[config.mk]
export PLATFORM = sky130hd
export DESIGN_NAME = lfau_queue
export DESIGN_NICKNAME = d
export VERILOG_FILES = /design/src/rtl/lfau_pkg.sv /design/src/rtl/lfau_queue.sv
export SDC_FILE = /design/constraint.sdc
export NUM_CORES = 1
export LEC_CHECK = 0
export BUFFER_PORTS_ARGS = -buffer_cell sky130_fd_sc_hd__buf_4
export CELL_PAD_IN_SITES_DETAIL_PLACEMENT = 0
export CELL_PAD_IN_SITES_GLOBAL_PLACEMENT = 1
export CORE_MARGIN = 5
export CORE_UTILIZATION = 46
export CTS_BUF_LIST = sky130_fd_sc_hd__clkbuf_8
export DETAILED_ROUTE_END_ITERATION = 10
export PLACE_DENSITY_LB_ADDON = 0.1
export SYNTH_ARGS = -nofsm -noshare
export SYNTH_HDL_FRONTEND = slang
export SYNTH_SLANG_ARGS = --single-unit
[constraint.sdc]
create_clock -name clk -period 8.3 [get_ports clk]
set_clock_uncertainty 0.05 [all_clocks]
set_input_delay 1.245 -clock clk [delete_from_list [all_inputs] [get_ports clk]]
set_output_delay 1.245 -clock clk [all_outputs]
set_load 0.1 [all_outputs]
[src/rtl/lfau_pkg.sv]
// ----------------------------------------------------------------------------
// lfau_pkg
// Shared types, constants and helpers for the locator frame angle unwrap block.
// ----------------------------------------------------------------------------
package lfau_pkg;

	localparam int                  LFAU_FRAC_BITS  = 16;
	localparam int                  LFAU_FRAME_LEN  = 18;
	localparam int                  LFAU_QDEPTH     = 2;
	localparam logic [7:0]          LFAU_HEAD0      = 8'hBB;
	localparam logic [7:0]          LFAU_HEAD1      = 8'hCC;
	localparam logic [15:0]         LFAU_SCALE_RST  = 16'd500;
	localparam logic signed [63:0]  LFAU_MAX48      = 64'sh0000_7FFF_FFFF_FFFF;
	localparam logic signed [63:0]  LFAU_MIN48      = -64'sh0000_8000_0000_0000;
	localparam logic signed [15:0]  LFAU_TURN_MAX   = 16'sh7FFF;
	localparam logic signed [15:0]  LFAU_TURN_MIN   = -16'sh8000;

	typedef struct packed {
		logic [31:0] hd;
		logic [31:0] py;
		logic [31:0] px;
		logic [31:0] rng;
	} lfau_frame_t;

	typedef enum logic [1:0] {
		ST_IDLE,
		ST_DIFF,
		ST_MUL
	} lfau_state_t;

	function automatic logic signed [47:0] lfau_sat48(input logic signed [63:0] v);
		logic signed [47:0] r;
		if (v > LFAU_MAX48) begin
			r = LFAU_MAX48[47:0];
		end else if (v < LFAU_MIN48) begin
			r = LFAU_MIN48[47:0];
		end else begin
			r = v[47:0];
		end
		return r;
	endfunction

endpackage

[src/rtl/lfau_queue.sv]
// ----------------------------------------------------------------------------
// lfau_queue
// Short frame queue between the framer and the arithmetic back end.
// ----------------------------------------------------------------------------
module lfau_queue
	import lfau_pkg::*;
(
	input  logic        clk,
	input  logic        arst_n,
	input  logic        wr_en,
	input  lfau_frame_t wr_data,
	input  logic        rd_en,
	output lfau_frame_t rd_data,
	output logic        full,
	output logic        empty
);

	localparam int PW = $clog2(LFAU_QDEPTH);

	lfau_frame_t    mem_q [LFAU_QDEPTH];
	logic [PW-1:0]  wr_ptr_q;
	logic [PW-1:0]  rd_ptr_q;
	logic [PW:0]    count_q;
	logic           do_wr;
	logic           do_rd;

	assign full  = (count_q == (PW+1)'(LFAU_QDEPTH));
	assign empty = (count_q == '0);
	assign do_wr = wr_en && !full;
	assign do_rd = rd_en && !empty;

	always_ff @(posedge clk or negedge arst_n) begin
		if (!arst_n) begin
			wr_ptr_q <= '0;
			rd_ptr_q <= '0;
			count_q  <= '0;
		end else begin
			if (do_wr) begin
				wr_ptr_q <= wr_ptr_q + 1'b1;
			end
			if (do_rd) begin
				rd_ptr_q <= rd_ptr_q + 1'b1;
			end
			if (do_wr && !do_rd) begin
				count_q <= count_q + 1'b1;
			end else if (do_rd && !do_wr) begin
				count_q <= count_q - 1'b1;
			end
		end
	end

	always_ff @(posedge clk) begin
		if (do_wr) begin
			mem_q[wr_ptr_q] <= wr_data;
		end
	end

	assign rd_data = mem_q[rd_ptr_q];

endmodule

Word level (Yosys, flattened, before mapping)
Memories as Yosys holds them, arrays and structs flattened.
Cells that the tools add are included.
Widths: inputs -> output; s select.
Storage, ports and cells
  input bits: 132
  flip-flop bits (word level): 4
  RAM bits: 256
  memories: 1
Operators by class
  equality and inequality tests: 1
  reductions and logical operators: 10
  multiplexer cells: 4
  $add $sub $neg: 4
Memory list
  mem_q: words 2, bits a word 128, rd ports 1, clocked after Yosys merged registers in 0, write ports 1, line lfau_queue.sv:20  | lfau_frame_t mem_q [LFAU_QDEPTH];
Operator list (number)
  $logic_and 1x1->1: 4
  $logic_not 1->1: 4
  $mux 2: 2
  $add 1x1->1 const B: 2
  $add 2x1->2 const B: 1
  $eq 2x2->1 const B: 1
  $logic_not 2->1: 1
  $mux 1: 2
  $reduce_bool 2->1: 1
  $sub 2x1->2 const B: 1

Logic depth before layout (Yosys ltp)
  depth after elaboration: 7
  gate-level depth with buffers: 7
  mapped depth without buffers: 7

Least setup slack after synthesis
OpenSTA, ideal clock, no wires.
  path type: in2reg
  from: in wr_en
  to: mem mem_q[0][0] (netlist bit) (enable)
  arrival time: 6652 ps
  setup slack: 981 ps
  library setup time: 616 ps
  cell stages on the path: 2
  path buffers: 0
  cells stage by stage: nand2_1 -> nor2_1
Between the ends
  word-level cells in the longest chain between the ends: 3
RTL lines
  start, declared: line lfau_queue.sv:10  | input logic wr_en,
  $logic_and 1x1->1: line lfau_queue.sv:29  | assign do_wr = wr_en && !full;
  $mux 1: line lfau_queue.sv:53  | if (do_wr) begin
  $mux 1 (implied by the code): line lfau_queue.sv:54  | mem_q[wr_ptr_q] <= wr_data;
  end, declared: line lfau_queue.sv:20
No other way between the ends.

==> impl_metrics.json <==
{
  "status": "complete, no violations",
  "setup_viol": 0,
  "die_x_um": 154,
  "grt_usage": 0.157,
  "avgSynthCellArea_um2": 22.7,
  "worst_ep_required_time_ns": 7.01,
  "fillers": 1549,
  "cts_made_buffers": 42,
  "dieArea_mm2": 0.0236,
  "ys_ff_latch": 260,
  "drt_iter0_markers": 233,
  "routabilityCongestion": 0.725,
  "synth_top_area_frac": 0.811,
  "clock-root-buffer": "clkbuf_8",
  "grt_pass1_wl_um": 29000,
  "cts.clk_slew.worst_paths_ns": 0.06,
  "clock_path_buffers": 3,
  "post_cts_buffers": 0,
  "portBuffers": 261,
  "final_area_mm2": 0.0124,
  "min_period_over_period": 0.524,
  "num_vias": 4824,
  "max_freq_ghz": 0.230,
  "core_area_mm2": 0.0202,
  "numClockSinks": 260,
  "wire_per_inst_um": 19.1,
  "start_kind": "register",
  "tightestPinTransition_ns": 1.09,
  "synth_edf_count": 256,
  "rsz0062_at_grt": "no",
  "fp-row-count": 52,
  "hold_class": "in2async",
  "worstPathArrival_ns": 3.05,
  "clk-insertion-delay-late_ns": 0.52,
  "yosysMostFrequentCell": "edfxtp_1",
  "drc_errors": 0,
  "drv_cap": 0,
  "final.setup.tns_ns": 0,
  "nNetsFinal": 845,
  "async_flop_share": 0.0154,
  "syn_inst": 417,
  "whs_ns": 0.459,
  "routed_wl_um": 19200,
  "layout-drive-gt1-share": 0.601,
  "tritoncts": "done",
  "slew_viol_final": 0,
  "ios": 262,
  "grt_pass1_vias": 5309,
  "grt_max_degree": 83,
  "ys_seq_area_frac": 0.822,
  "hold_viol": 0,
  "postCtsHoldBufs": 0,
  "synth-warning-count": 0,
  "drtAntennaViolNets": 0,
  "synth_top_cell_by_area": "edfxtp_1",
  "synth_commonest_cells": "256 x edfxtp_1, 128 x mux2_2, 13 x buf_6, 4 x dfrtp_1",
  "dpl.hpwl_um": 12600,
  "vias_per_cell": 4.78,
  "placed_cell_area_mm2": 0.0117,
  "post_cts_resize_count": 0,
  "dr.pass1.iters": 4,
  "syn-num-nets": 550,
  "synth_area_mm2": 0.00948,
  "antenna_found_initial": 0,
  "cp-end-kind": "output pin",
  "setup.worst_path.class": "reg2out",
  "die_h_um": 154,
  "max_slew_margin": 0.274,
  "cts_max_level": 2,
  "n_antenna_cell": 0,
  "min_period_ns": 4.35,
  "synth.area.top_cells": "edfxtp_1 81%, mux2_2 15%, buf_6 1.5%",
  "cp_max_fo": 82,
  "floorplan.initialDensity": 0.468,
  "ys_types": 14,
  "ys.flop_type": "edfxtp_1",
  "grt_overflow_total": 0,
  "syn_to_final_growth_pct": 30.8
}
registers in the layout (all words and copies together), names as in the netlist:
name and flops:
wr_ptr_q 1, count_q 2, rd_ptr_q 1, mem_q 256
worst max-delay path: stages, from the launching register on:
cell and delay (ns):
dfrtp_4 0.85, buf_4 0.94, mux2_2 0.44, buf_4 0.24
per-stage QoR:
stage                     std cells  setup slack (ns)  utilization
after floorplan                 417             0.981            -
after global placement          938              4.45        0.577
after detailed placement        938              4.43        0.577
after CTS                      1009              3.85        0.613
after global routing           1009              3.78        0.613
final                          1009              3.95        0.613
cell families after synthesis:
kind of cell	after synthesis	share of synthesized area
XOR/XNOR	5	0.00462
AND/OR/NAND/NOR	6	0.00291
flip-flops	260	0.822
buffers and inverters	16	0.0168
multiplexers	128	0.152
AO/OA/AOI/OAI	1	0.000528
adder cells (fa/ha/maj)	1	0.00132
worst paths after layout:
kind | start | end | slack, ns | cells after the start
max | rd_ptr_q | rd_data[114] | 3.95 | 3
min reg2reg | wr_ptr_q | wr_ptr_q | 0.50 | 1
max in group asynchronous | arst_n | rd_ptr_q | 7.62 | 1
min in group clk | wr_ptr_q | wr_ptr_q | 0.50 | 1
min | arst_n | count_q[0] | 0.46 | 1
max reg2reg | count_q[0] | mem_q[1][54] | 5.54 | 3
routing by layer:
metal | track usage | vias up | routed length [um]
met3 | 0.0669 | 32 | 1750
met2 | 0.262 | 187 | 9730
met5 | 0 | - | 0
met1 | 0.184 | 2358 | 7290
met4 | 0.0555 | 0 | 458
li1 | - | 2247 | -
cell type report:
cell class	instances	area, um2	share of cell area
clock buffers	43	592	0.0477
repair buffers	265	1990	0.160
inverters	2	7.51	0.000605
flip-flops and latches	260	7790	0.628
clock inverters	28	139	0.0112
multi-input cells	141	1540	0.124
well taps	270	338	0.0272
cell usage in the layout, fill, tap and decap left out, types with 2 or more instances in the layout:
master / n
buf_4: 265
edfxtp_1: 256
mux2_2: 128
clkbuf_8: 43
inv_1: 17
clkinv_1: 8
xnor2_1: 3
clkinv_2: 3
dfrtp_1: 3
nor2_1: 2
xor2_1: 2
Power is not shown: default switching activity piles up to over one toggle a cycle in this logic, so the estimate is an artifact.
