===== config.mk =====
export PLATFORM = sky130hd
export DESIGN_NAME = lfau_front
export DESIGN_NICKNAME = d
export VERILOG_FILES = /design/src/rtl/lfau_pkg.sv /design/src/rtl/lfau_front.sv
export SDC_FILE = /design/constraint.sdc
export NUM_CORES = 1
export LEC_CHECK = 0
export ABC_AREA = 1
export BUFFER_PORTS_ARGS = -buffer_cell sky130_fd_sc_hd__buf_2
export CORE_MARGIN = 2
export CORE_UTILIZATION = 49
export DETAILED_ROUTE_END_ITERATION = 10
export PLACE_DENSITY = 0.81
export RECOVER_POWER = 50
export SETUP_SLACK_MARGIN = 0.2
export SKIP_CTS_REPAIR_TIMING = 1
export SLEW_MARGIN = 10
export SYNTH_ARGS = -nofsm -noshare
export SYNTH_HDL_FRONTEND = slang
export SYNTH_SLANG_ARGS = --single-unit

===== constraint.sdc =====
create_clock -name clk -period 8.5 [get_ports clk]
set_input_delay 0.425 -clock clk [delete_from_list [all_inputs] [get_ports clk]]
set_output_delay 0.425 -clock clk [all_outputs]
set_load 0.01 [all_outputs]

===== src/rtl/lfau_pkg.sv =====
// ----------------------------------------------------------------------------
// lfau_pkg
// Shared types, constants and helpers for the locator frame angle unwrap block.
// ----------------------------------------------------------------------------
package lfau_pkg;

	localparam int                  LFAU_FRAC_BITS  = 16;
	localparam int                  LFAU_FRAME_LEN  = 18;
	localparam int                  LFAU_QDEPTH     = 2;
	localparam logic [7:0]          LFAU_HEAD0      = 8'hBB;
	localparam logic [7:0]          LFAU_HEAD1      = 8'hCC;
	localparam logic [15:0]         LFAU_SCALE_RST  = 16'd500;
	localparam logic signed [63:0]  LFAU_MAX48      = 64'sh0000_7FFF_FFFF_FFFF;
	localparam logic signed [63:0]  LFAU_MIN48      = -64'sh0000_8000_0000_0000;
	localparam logic signed [15:0]  LFAU_TURN_MAX   = 16'sh7FFF;
	localparam logic signed [15:0]  LFAU_TURN_MIN   = -16'sh8000;

	typedef struct packed {
		logic [31:0] hd;
		logic [31:0] py;
		logic [31:0] px;
		logic [31:0] rng;
	} lfau_frame_t;

	typedef enum logic [1:0] {
		ST_IDLE,
		ST_DIFF,
		ST_MUL
	} lfau_state_t;

	function automatic logic signed [47:0] lfau_sat48(input logic signed [63:0] v);
		logic signed [47:0] r;
		if (v > LFAU_MAX48) begin
			r = LFAU_MAX48[47:0];
		end else if (v < LFAU_MIN48) begin
			r = LFAU_MIN48[47:0];
		end else begin
			r = v[47:0];
		end
		return r;
	endfunction

endpackage


===== src/rtl/lfau_front.sv =====
// ----------------------------------------------------------------------------
// lfau_front
// Byte framer: tracks frame position, checks the header and gathers the
// sixteen payload bytes; hands a finished good frame to the queue.
// ----------------------------------------------------------------------------
module lfau_front
	import lfau_pkg::*;
(
	input  logic        clk,
	input  logic        arst_n,
	input  logic        push,
	input  logic [7:0]  rx_byte,
	input  logic        frame_start,
	input  logic        q_full,
	output logic        q_push,
	output lfau_frame_t q_data
);

	logic [4:0]   byte_idx_q;
	logic         hdr_good_q;
	logic [127:0] pay_q;
	logic         acc;
	logic         active;
	logic [4:0]   pos;
	logic         last;
	logic [127:0] pay_next;

	assign acc      = push && !q_full;
	assign active   = frame_start || (byte_idx_q != 5'd0);
	assign pos      = frame_start ? 5'd0 : byte_idx_q;
	assign last     = (pos == 5'(LFAU_FRAME_LEN - 1));
	assign pay_next = {rx_byte, pay_q[127:8]};

	always_ff @(posedge clk or negedge arst_n) begin
		if (!arst_n) begin
			byte_idx_q <= 5'd0;
			hdr_good_q <= 1'b0;
		end else if (acc && active) begin
			if (pos == 5'd0) begin
				hdr_good_q <= (rx_byte == LFAU_HEAD0);
			end else if (pos == 5'd1) begin
				hdr_good_q <= hdr_good_q && (rx_byte == LFAU_HEAD1);
			end
			byte_idx_q <= last ? 5'd0 : pos + 5'd1;
		end
	end

	// payload shift line, oldest byte ends up lowest
	always_ff @(posedge clk) begin
		if (acc && active && pos > 5'd1) begin
			pay_q <= pay_next;
		end
	end

	assign q_push = acc && active && last && hdr_good_q;
	assign q_data = lfau_frame_t'(pay_next);

endmodule


### Word-level counts from Yosys, hierarchy flattened

Index checks and enable logic that the tools add are counted.
Widths: inputs -> output; s select.

* register bits: 134
* input bits: 13
* output and inout bits: 129
* word-level logic and storage cells: 25

* $add $sub $neg: 1
* $lt $le $gt $ge: 1
* equality and inequality tests: 4
* mux-type cells: 4
* reduce and logical (&&, ||, !) cells: 12

Operators with widths (number)
* $eq 8x8->1 const B: 2
* $mux 5: 2
* $logic_and 1x1->1: 6
* $add 5x1->5 const B: 1
* $eq 5x1->1 const B: 1
* $eq 5x5->1 const B: 1
* $gt 5x1->1 const B: 1
* $logic_not 5->1: 1
* $reduce_bool 5->1: 1
* $mux 1: 2
* $reduce_and 2->1: 1
* $reduce_bool 2->1: 1
* $logic_not 1->1: 1
* $logic_or 1x1->1: 1

### Depth between registers and ports, before layout

Gate-level depths: netlist (run 1).

* depth in word-level cells: 5
* mapped depth: 10
* mapped depth without buffers: 10

### Worst setup path after synthesis (run 1)

Ideal clock, no wire load.

* kind: input to register
* from: input port frame_start
* to: register pay_q[100] (enable)
* setup time: 603 ps
* arrival: 6062 ps
* setup slack: 1835 ps
* stages on the path: 6
* buffers on the path: 0
* path through: nor2_1 inv_1 ha_1 nand3_1 nand2_1 nor2_1

* longest elaborated chain between the ends: 3
* elaborated cells between the ends (all ways): 5
* those cells by class: order compare: 1; mux: 1; reduce/logical: 3

RTL lines
* start: declaration: line lfau_front.sv:13 `input logic frame_start,`
* $mux 5 or $logic_or 1x1->1 (tied branches): line lfau_front.sv:30, lfau_front.sv:29
* $gt 5x1->1 or $logic_and 1x1->1 (tied branches): line lfau_front.sv:50 `if (acc && active && pos > 5'd1) begin`
* $logic_and 1x1->1 (*): line lfau_front.sv:50
* end signal: assignment: line lfau_front.sv:51 `pay_q <= pay_next;`
* end: declaration: line lfau_front.sv:21 `logic [127:0] pay_q;`

Mark *: on every way between the ends. The rest lies on a longest branch, timed or not.
A chain may end at the register's enable or synchronous reset.

### Final worst setup path (run 1)

* from: register byte_idx_q[1]
* to: register pay_q[73] (enable)

* longest elaborated chain between the ends: 4
* elaborated cells between the ends (all ways): 6
* those cells by class: order compare: 1; mux: 1; reduce/logical: 4

RTL lines
* start: declaration: line lfau_front.sv:19 `logic [4:0] byte_idx_q;`
* start signal: assignment: line lfau_front.sv:44 `byte_idx_q <= last ? 5'd0 : pos + 5'd1;`
* branches (longest 3 deep; another with $gt 5x1->1)
* $logic_and 1x1->1 (*): line lfau_front.sv:50

Every way passes the cells marked *.

==> metrics.md, run 1 <==
| Metric | Value |
|---|---|
| PwrDens | between 200 and 300 nW/um^2 |
| RSZ-0062 raised after global routing | no |
| # clock sinks | 126 |
| DR vias | around 2300 |
| Port buffer count | about 140 |
| Clk slew on worst S/H paths | 60 ps |
| Die span in x | 96.88 um |
| Synth area leaders | edfxtp_1, dfrtp_1, nand2_1 |
| Crit path time final | about 3100 ps |
| Cell Area, Synth | between 4000 and 5000 sq um |
| Drt via density | around 4.8 |
| GPL Wtd Cong | about 0.83 |
| Tcrit/Tclk final | between 30% and 40% |
| P_leak | approximately 2.0 nW |
| Final WL | ~7400 um |
| First-pass GRT wire length | approximately 12000 um |
| Critical path type | reg2reg |
| Worst clock skew | between 4 and 5 ps |
| Area of the core | roughly 8300 sq um |
| Cell row count | 33 |
| CTS tree | yes |
| Crit path capture type | register |
| CP max FO | slightly below 100 |
| Max_cap viols | 0 |
| Layout Utilization | ~66% |
| Slowest cell on crit path | buf_4 |
| Avg Cell Area, Syn | approximately 20 sq um |
| GRT Overall Usage | 16.18% |
| VDD IR max | ~150 uV |
| Area grow syn2layout | 29.43% |
| Commonest non-fill, non-tap cells in the layout | edfxtp_1, clkbuf_1, buf_2, nand2_1, clkbuf_16 |
| Largest net degree at the start of global routing | 98 |
| Worst Setup Slack, final | about 5400 ps |
| Total Negative Setup Slacks | 0 ps |
| Vias in the first global route | 2281 |
| Max_slew headroom | 23.42% |
| Initial DRC count | 90 |
| Post-synth top flop | edfxtp_1 |
| Gate Count Post-Synth | 209 |
| Crit-path most repeated cell | inv_1 |
| Warnings, synthesis | 0 |
| Die Y | 96.88 um |
| Commonest non-fill, non-tap cell in the layout | edfxtp_1 |
| Synthesized net count | 225 |
| Initial DRT Pass Iterations | 4 |
| Mean routed wirelength per cell | approximately 15 um |
| CP arrival | approximately 3200 ps |
| Hold slack | just over 200 ps |
| Number of synthesized flops with an enable pin | 120 |
| H-tree depth | 4 |
| Startpoint Class | register |
| Number of top-level pins | around 140 |
| Fmax | between 300 and 400 MHz |
| Die footprint | ~9400 sq um |
| Clk Latency, worst-skew pair | approximately 490 ps |
| Post-DRT Antenna Nets | 0 |
| Final Max Slew Viols | 0 |
| Yosys reg bits | about 130 |
| Final Hold Fails | 0 |
| Worst-Margin Slew | between 1000 and 1500 ps |
| Post-Place Worst Slack | approximately 5200 ps |
| WP data required | ~8600 ps |
| Residual DRC count | 0 |
| Result of the run | finished, final reports clean |
| CTS Root Cell | clkbuf_8 |
| Starting Density | just over 50% |
| Post-DP HPWL | 5224 um |
| # diodes | 0 |
| Area leader, netlist | edfxtp_1 |
| Clk buf depth | 2 |
| Initial antenna violation count | 0 |
| Async set or reset register ratio after synthesis | under 10% |
| Layout Nets | between 300 and 400 |
| Count of cell types in the netlist | 23 |
| Crit path largest cell delay | 980 ps |
| Share of layout cells above drive strength 1 | 29.87% |
| # setup viols final | 0 |
| Worst hold path class | in2reg |
| CP Cell Sequence | inv_1, nor2_1, inv_1, ha_1, nand3_1, nand2_1, nor2_4, buf_4 |
| Overflow after GRT | 0 |
| Cts bufs inserted | 17 |
| Sequential element share of the synthesized area | between 80% and 90% |
| Area share of the largest cell type after synthesis | a little under nine tenths |
## synthesized netlist by cell type, types with 2 or more instances
master    count
nand4_1       2
nand2_4       2
nand2_1      20
inv_1         9
nand3_1       4
nor2_4        2
nand3_2       2
ha_1          3
nor2_1       13
edfxtp_1    120
dfrtp_1       6
buf_4         8
o21ai_1       6
inv_2         3
## registers in the layout, summed over array words and instances, names as in the netlist
register    flops
byte_idx_q      5
hdr_good_q      1
pay_q         120
## per-stage QoR
step | cell area, sq um | total power, mW | instances
2_1_floorplan | 4227 | 0.8965 | 209
3_5_place_dp | 5019 | 0.9594 | 448
5_1_grt | 5470 | 1.635 | 480
6_report | 5470 | 1.569 | 480
3_3_place_gp | 5019 | 0.9525 | 448
4_1_cts | 5553 | 1.595 | 479
## report_power, final
| part | total [mW] | internal, mW | switching [mW] |
|---|---|---|---|
| Clock | 0.630 | 0.385 | 0.246 |
| Sequential | 0.787 | 0.758 | 0.0284 |
| Combinational | 0.152 | 0.0454 | 0.106 |
## critical path: cells and delay by family (launching register included)
family,cells,cell delay [ps]
buffers and inverters,3,1140
DFF,1,360
adders and majority gates,1,250
and+or+nand+nor,4,850
## kinds of logic after synthesis
logic type      count (synthesis)  synth area share, %
compound gates                  8                1.273
xor+xnor                        2               0.4145
fa+ha+maj                       3               0.8882
buf+inv                        22                2.694
flops                         126                88.81
simple gates                   48                5.921
## routing by layer
layer	wire (um)	track usage (%)	vias up
met5	0	0	-
met1	3100	20.32	1100
li1	-	-	1082
met4	81	6.934	0
met2	3365	23.66	119
met3	851	8.454	8
## path summary, 6_finish.rpt
kind / to / slack [ps] / depth (start not counted) / start
max: pay_q[73] / 5440 / 8 / byte_idx_q[1]
min: pay_q[127] / 200 / 1 / rx_byte[7]
max reg2reg: pay_q[73] / 5440 / 8 / byte_idx_q[1]
min reg2reg: pay_q[73] / 440 / 0 / pay_q[81]
max in group asynchronous: byte_idx_q[4] / 7920 / 2 / arst_n
min in group asynchronous: hdr_good_q / 330 / 2 / arst_n
## layout make-up
class | instances | area [sq um]
inverter | 14 | 53.80
sequential | 126 | 3754
tap | 105 | 131.4
timing repair buffer | 143 | 633.1
fill | 626 | 2829
clock buffer | 17 | 414.1
clock inverter | 14 | 120.1
multi-input combinational | 61 | 364.1
No activity file was read; power rests on OpenSTA's default activity.
==> run 2: changes to the inputs <==
==> constraint.sdc (replaced) <==
create_clock -name clk -period 2.9 [get_ports clk]
set_input_delay 0.145 -clock clk [delete_from_list [all_inputs] [get_ports clk]]
set_output_delay 0.145 -clock clk [all_outputs]
set_load 0.01 [all_outputs]
==> metrics.md, run 2 (synthesized netlist as in run 1, its figures left out) <==
| Metric | Value |
|---|---|
| Result of the run | finished, final reports clean (unchanged) |
| Max reg flops | 120 (unchanged) |
| Die Y | 96.88 um (unchanged) |
| Initial DRT Pass Iterations | 4 (unchanged) |
| Overflow after GRT | 0 (unchanged) |
| Worst-Margin Slew | 626.9 ps (was 1149 ps) |
| Fmax | 459.9 MHz |
| Crit path capture type | output pin (was register) |
| Post-Place Worst Slack | 944.1 ps (was 5237 ps) |
| First-pass GRT wire length | 11980 um (was 11610 um) |
| CP max FO | 4 (was 97) |
| Vias in the first global route | 2296 (was 2281) |
| Commonest non-fill, non-tap cells in the layout | edfxtp_1, clkbuf_1, buf_2, nand2_1, clkbuf_16 (unchanged) |
| Crit-path leading delay family | simple AND/OR/NAND/NOR gates (was buffers and inverters) |
| P_leak | 2.065 nW (was 1.993 nW) |
| Crit path launch | byte_idx_q[0] (was byte_idx_q[1]) |
| Final Max Slew Viols | 0 (unchanged) |
| Largest net degree at the start of global routing | 121 (was 98) |
| Max_cap viols | 0 (unchanged) |
| Layout Nets | 388 (was 379) |
| Commonest non-fill, non-tap cell in the layout | edfxtp_1 (unchanged) |
| CTS Root Cell | clkbuf_8 (unchanged) |
| Footprint of the multi-input gates | 391.6 sq um (was 364.1 sq um) |
| Starting Density | 50.93% (unchanged) |
| Worst r2r src | byte_idx_q[0] (was byte_idx_q[1]) |
| Register Area | 3754 sq um (unchanged) |
| Residual DRC count | 0 (unchanged) |
| Clk Latency, worst-skew pair | 490 ps (about the same) |
| # setup viols final | 0 (unchanged) |
| Worst clock skew | 9.317 ps (was 4.886 ps) |
| RSZ-0062 raised after global routing | no (unchanged) |
| Most flops, register | pay_q (unchanged) |
| CP Cell Sequence | inv_1, nor2_1, ha_4, nand2_4, nor2_4, nand2_1, nor2_1, buf_2 (was inv_1, nor2_1, inv_1, ha_1, nand3_1, nand2_1, nor2_4, buf_4) |
| PwrDens | 858.0 nW/um^2 (was 286.8 nW/um^2) |
| # diodes | 0 (unchanged) |
| DR vias | 2367 (was 2309) |
| Crit path time final | around 2200 ps |
| Hold slack | 13.58 ps (was 204.4 ps) |
| CP arrival | 2030 ps (was 3160 ps) |
| CTS tree | yes (unchanged) |
| Mean routed wirelength per cell | 15.67 um (was 15.41 um) |
| Initial DRC count | 84 (was 90) |
| Fin cells | 490 (was 480) |
| H-tree depth | 4 (unchanged) |
| Largest regs | pay_q (120), byte_idx_q (5), hdr_good_q (1) (unchanged) |
| WP buf/inv | 2 (was 3) |
| Post-DRT Antenna Nets | 0 (unchanged) |
| Startpoint Class | register (unchanged) |
| Total Negative Setup Slacks | 0 ps (unchanged) |
| Drt via density | 4.831 (was 4.810) |
| Cell row count | 33 (unchanged) |
| Crit path largest cell delay | 380 ps (was 980 ps) |
| Final WL | 7678 um (was 7399 um) |
| Final Hold Fails | 0 (unchanged) |
| Crit-path most repeated cell | nor2_1 (was inv_1) |
| WP data required | 2760 ps (was 8600 ps) |
| Inst Count DP | 448 (unchanged) |
| Clk slew on worst S/H paths | 60 ps (about the same) |
| Fill cell count | 594 (was 626) |
| Area of the core | 8299 sq um (unchanged) |
| Port buffer count | 141 (unchanged) |
| Share of layout cells above drive strength 1 | 30.65% (was 29.87%) |
| Slowest cell on crit path | dfrtp_1 (was buf_4) |
| Worst hold path class | in2reg (unchanged) |
| Number of top-level pins | 142 (unchanged) |
| Critical path type | reg2out (was reg2reg) |
| Hold_sp | push (was rx_byte[7]) |
| Die span in x | 96.88 um (unchanged) |
| Max_slew headroom | 58.21% (was 23.42%) |
| # clock sinks | 126 (unchanged) |
| VDD IR max | 552.4 uV (was 151.9 uV) |
| Clk buf depth | 2 (unchanged) |
| Post-DP HPWL | 5041 um (was 5224 um) |
| Area grow syn2layout | 33.66% (was 29.43%) |
| Tcrit/Tclk final | 74.98% |
| Initial antenna violation count | 0 (unchanged) |
| Cts bufs inserted | 17 (unchanged) |
| GPL Wtd Cong | 0.8556 (was 0.8341) |
| Die footprint | 9385 sq um (unchanged) |
| Worst Setup Slack, final | 725.6 ps (was 5441 ps) |
| GRT Overall Usage | 16.52% (was 16.18%) |
## run 2: cell types whose count changed in the layout (fill, tap and decap cells not counted), moves of 2 or more
cell,change
bufinv_16,+2
clkinvlp_4,-2
dlygate4sd3_1,+9
inv_1,-2
inv_2,+2
## run 2: final cells by class
| class | count | share of cell area, % |
|---|---|---|
| flip-flops and latches | 126 | 66.45 |
| inverters | 14 | 0.9524 |
| well taps | 105 | 2.326 |
| clock inverters | 14 | 2.901 |
| clock buffers | 18 | 7.398 |
| multi-input cells | 61 | 6.932 |
| repair buffers | 152 | 13.05 |
## run 2: worst reg2reg max path: cells and delay by family, from the launching register on
| kind | cells | cell delay, ps |
|---|---|---|
| AND/OR/NAND/NOR | 3 | 650 |
| buffers and inverters | 2 | 510 |
| flip-flops | 1 | 380 |
## run 2: worst paths after layout
path	slack [ps]	cells after the start	to
max in group asynchronous	2120	3	hdr_good_q
min reg2reg	440	0	pay_q[41]
max reg2reg	880	5	pay_q[95]
min	10	3	byte_idx_q[3]
min in group asynchronous	580	3	byte_idx_q[2]
max	730	8	q_push
## run 2: per-stage QoR
step                      total power [mW]  utilization (%)  cell area, sq um
after floorplan                      2.627                -              4262
after global placement               2.805            60.95              5059
after detailed placement             2.831            60.95              5059
after CTS                            4.898            67.96              5640
after global routing                 5.043            68.07              5649
final                                4.847            68.07              5649
## run 2: routing by layer
metal,vias to the layer above,wire [um],GRT usage [%]
met3,15,846,7.370
li1,1096,-,-
met1,1123,3163,21.67
met2,133,3559,24.25
met4,0,110,6.826
met5,-,0,0
## run 2: where the power goes
group | internal (mW) | switching, mW | total (mW)
logic | 0.155 | 0.320 | 0.476
clock network | 1.31 | 0.755 | 2.06
registers | 2.22 | 0.0881 | 2.31
==> run 3: changes to the inputs <==
--- a/config.mk
+++ b/config.mk
@@ -5,7 +5,7 @@
 export SDC_FILE = /design/constraint.sdc
 export NUM_CORES = 1
 export LEC_CHECK = 0
-export ABC_AREA = 1
+export ABC_AREA = 0
 export BUFFER_PORTS_ARGS = -buffer_cell sky130_fd_sc_hd__buf_2
 export CORE_MARGIN = 2
 export CORE_UTILIZATION = 49
==> constraint.sdc (replaced) <==
create_clock -name clk -period 2.1 [get_ports clk]
set_input_delay 0.105 -clock clk [delete_from_list [all_inputs] [get_ports clk]]
set_output_delay 0.105 -clock clk [all_outputs]
set_load 0.01 [all_outputs]
==> metrics.md, run 3 <==
| Metric | Value |
|---|---|
| Result of the run | finished with violations (was finished, final reports clean) |
| Failing checks | negative setup slack |
| Crit path time final | around 2200 ps |
| Initial DRT Pass Iterations | 4 (unchanged) |
| Area grow syn2layout | 45.19% (was 33.66%) |
| CP Capture Point | q_push (unchanged) |
| Sequential element share of the synthesized area | 89.85% (was 88.81%) |
| Die footprint | 9280 sq um (was 9385 sq um) |
| Top-count cell post-synth | edfxtp_1 (unchanged) |
| Number of synthesized flops with an enable pin | 120 (unchanged) |
| Final Max Slew Viols | 0 (unchanged) |
| Vias in the first global route | 2104 (was 2296) |
| Max_slew headroom | 74.20% (was 58.21%) |
| Final WL | 8899 um (was 7678 um) |
| Drt via density | 4.884 (was 4.831) |
| Initial DRC count | 70 (was 84) |
| Worst-Margin Slew | 386.9 ps (was 626.9 ps) |
| Residual DRC count | 0 (unchanged) |
| Port buffer count | 141 (unchanged) |
| Crit path launch | byte_idx_q[0] (unchanged) |
| Avg Cell Area, Syn | 22.10 sq um (was 20.22 sq um) |
| Crit path capture type | output pin (unchanged) |
| First-pass GRT wire length | 10830 um (was 11980 um) |
| Die span in x | 96.34 um (was 96.88 um) |
| Gate Count Post-Synth | 189 (was 209) |
| Worst clock skew | 14.06 ps (was 9.317 ps) |
| Worst r2r src | byte_idx_q[0] (unchanged) |
| Overflow after GRT | 0 (unchanged) |
| Post-DP Area | 5062 sq um (was 5059 sq um) |
| # clock sinks | 126 (unchanged) |
| Clk slew on worst S/H paths | 60 ps (about the same) |
| Starting Density | 50.59% (was 50.93%) |
| GPL Wtd Cong | 0.7888 (was 0.8556) |
| Tcrit/Tclk final | 105.1% |
| Cell row count | 33 (unchanged) |
| GRT Overall Usage | 16.48% (was 16.52%) |
| Yosys reg bits | 126 (unchanged) |
| VDD IR max | 564.4 uV (was 552.4 uV) |
| Largest net degree at the start of global routing | 33 (was 121) |
| Commonest non-fill, non-tap cell in the layout | edfxtp_1 (unchanged) |
| Mean routed wirelength per cell | 17.87 um (was 15.67 um) |
| Fmax | between 400 and 500 MHz |
| Synth top cells by count | edfxtp_1, nand2_1, buf_4, dfrtp_1, a21oi_1 (was edfxtp_1, nand2_1, nor2_1, inv_1, buf_4) |
| Cts bufs inserted | 17 (unchanged) |
| Post-DRT Antenna Nets | 0 (unchanged) |
| Warnings, synthesis | 0 (unchanged) |
| Post-synth top flop | edfxtp_1 (unchanged) |
| Worst r2r dst | pay_q[74] (was pay_q[95]) |
| Area share of the largest cell type after synthesis | 86.25% (was 85.26%) |
| WP data required | 2000 ps (was 2760 ps) |
| # diodes | 0 (unchanged) |
| R2r setup slk | 120 ps (was 880 ps) |
| RSZ-0062 raised after global routing | yes (was no) |
| Fill cell count | 524 (was 594) |
| Layout Nets | 396 (was 388) |
| Number of top-level pins | 142 (unchanged) |
| Startpoint Class | register (unchanged) |
| Most flops, register | pay_q (unchanged) |
| Post-Place Worst Slack | 161.7 ps (was 944.1 ps) |
| H-tree depth | 4 (unchanged) |
| Area leader, netlist | edfxtp_1 (unchanged) |
| Final Hold Fails | 0 (unchanged) |
| Synth area leaders | edfxtp_1, dfrtp_1, buf_4 (was edfxtp_1, dfrtp_1, nand2_1) |
| Commonest non-fill, non-tap cells in the layout | edfxtp_1, clkbuf_1, buf_2, clkbuf_16, dlygate4sd3_1 (was edfxtp_1, clkbuf_1, buf_2, nand2_1, clkbuf_16) |
| CTS Root Cell | clkbuf_8 (unchanged) |
| Cell Area, Synth | 4178 sq um (was 4227 sq um) |
| Critical path type | reg2out (unchanged) |
| P_leak | 2.234 nW (was 2.065 nW) |
| Area of the core | 8258 sq um (was 8299 sq um) |
| Initial antenna violation count | 0 (unchanged) |
| R2R depth | 9 (was 5) |
| Die Y | 96.34 um (was 96.88 um) |
| Count of cell types in the netlist | 32 (was 23) |
| Inst Count DP | 432 (was 448) |
| Hold_sp | frame_start (was push) |
| PwrDens | 998.7 nW/um^2 (was 858.0 nW/um^2) |
| Synthesized net count | 205 (was 225) |
| DR vias | 2432 (was 2367) |
| CP arrival | 2100 ps (was 2030 ps) |
| Max reg flops | 120 (unchanged) |
| Share of layout cells above drive strength 1 | 35.88% (was 30.65%) |
| Fin cells | 498 (was 490) |
| Largest regs | pay_q (120), byte_idx_q (5), hdr_good_q (1) (unchanged) |
| Design Area, Final | 6066 sq um (was 5649 sq um) |
| Clk buf depth | 2 (unchanged) |
| Async set or reset register ratio after synthesis | 4.762% (unchanged) |
| CP max FO | 4 (unchanged) |
| Max_cap viols | 0 (unchanged) |
| # setup viols final | 1 (was 0) |
| Worst Setup Slack, final | -107.7 ps (was 725.6 ps) |
| Worst hold path class | in2reg (unchanged) |
| Clk Latency, worst-skew pair | 500 ps (was 490 ps) |
| CTS tree | yes (unchanged) |
| Post-DP HPWL | 5407 um (was 5041 um) |
==> run 3: kinds of logic after synthesis <==
family / after synthesis / share of synthesized area (%)
AOI/OAI and AO/OA: 13 / 2.186
and+or+nand+nor: 32 / 4.643
DFF: 126 / 89.85
muxes: 2 / 0.5091
adders and majority gates: 3 / 0.8986
buffers and inverters: 13 / 1.917
==> run 3: layout make-up <==
class | count | area (sq um) | share of cell area, %
Clock buffer | 17 | 414.1 | 6.828
Clock inverter | 15 | 140.1 | 2.310
Inverter | 3 | 11.26 | 0.1856
Multi-Input combinational cell | 50 | 384.1 | 6.332
Sequential cell | 126 | 3754 | 61.88
Tap cell | 105 | 131.4 | 2.166
Timing Repair Buffer | 182 | 1231 | 20.30
==> run 3: worst max-delay path, stage by stage, from the launching register on <==
cell	delay (ps)
dfrtp_1	380
nand2b_1	110
inv_2	100
ha_4	160
nand2_4	50
nor4_4	400
and3_1	250
buf_2	140
==> run 3: worst min path at each step <==
stage	end	slack [ps]	cells after the start
floorplan	byte_idx_q[0]	-190	0
global placement	byte_idx_q[0]	-60	1
detailed placement	byte_idx_q[1]	-60	1
CTS	byte_idx_q[1]	-590	1
global route	byte_idx_q[3]	50	3
finish	byte_idx_q[4]	40	3
==> run 3: through the flow <==
step	hold WS, ps	power [mW]	utilization (%)	TNS, ps
finish	37.53	6.058	73.45	-107.7
floorplan	-190.6	3.179	-	-258710
CTS	-593.8	5.975	68.02	-156.0
detailed placement	-58.05	3.335	61.30	0
global route	45.73	6.280	73.45	-188.0
global placement	-60.97	3.319	61.30	0
==> run 3: metal layers <==
metal | up-vias | part of all wire (%) | track usage [%] | routed length (um)
met5 | - | 0 | 0 | 0
met4 | 0 | 0.54 | 7.042 | 48
met2 | 124 | 50 | 25.69 | 4412
met3 | 5 | 8.7 | 7.831 | 774
li1 | 1125 | - | - | -
met1 | 1178 | 41 | 19.72 | 3664
==> run 3: report_power, final <==
part	total [mW]	leakage, nW	switching, mW	internal (mW)
combinational	0.470	0.803	0.246	0.224
clock	2.64	0.256	1.06	1.58
sequential	2.95	1.18	0.0750	2.87
total	6.06	2.23	1.38	4.68
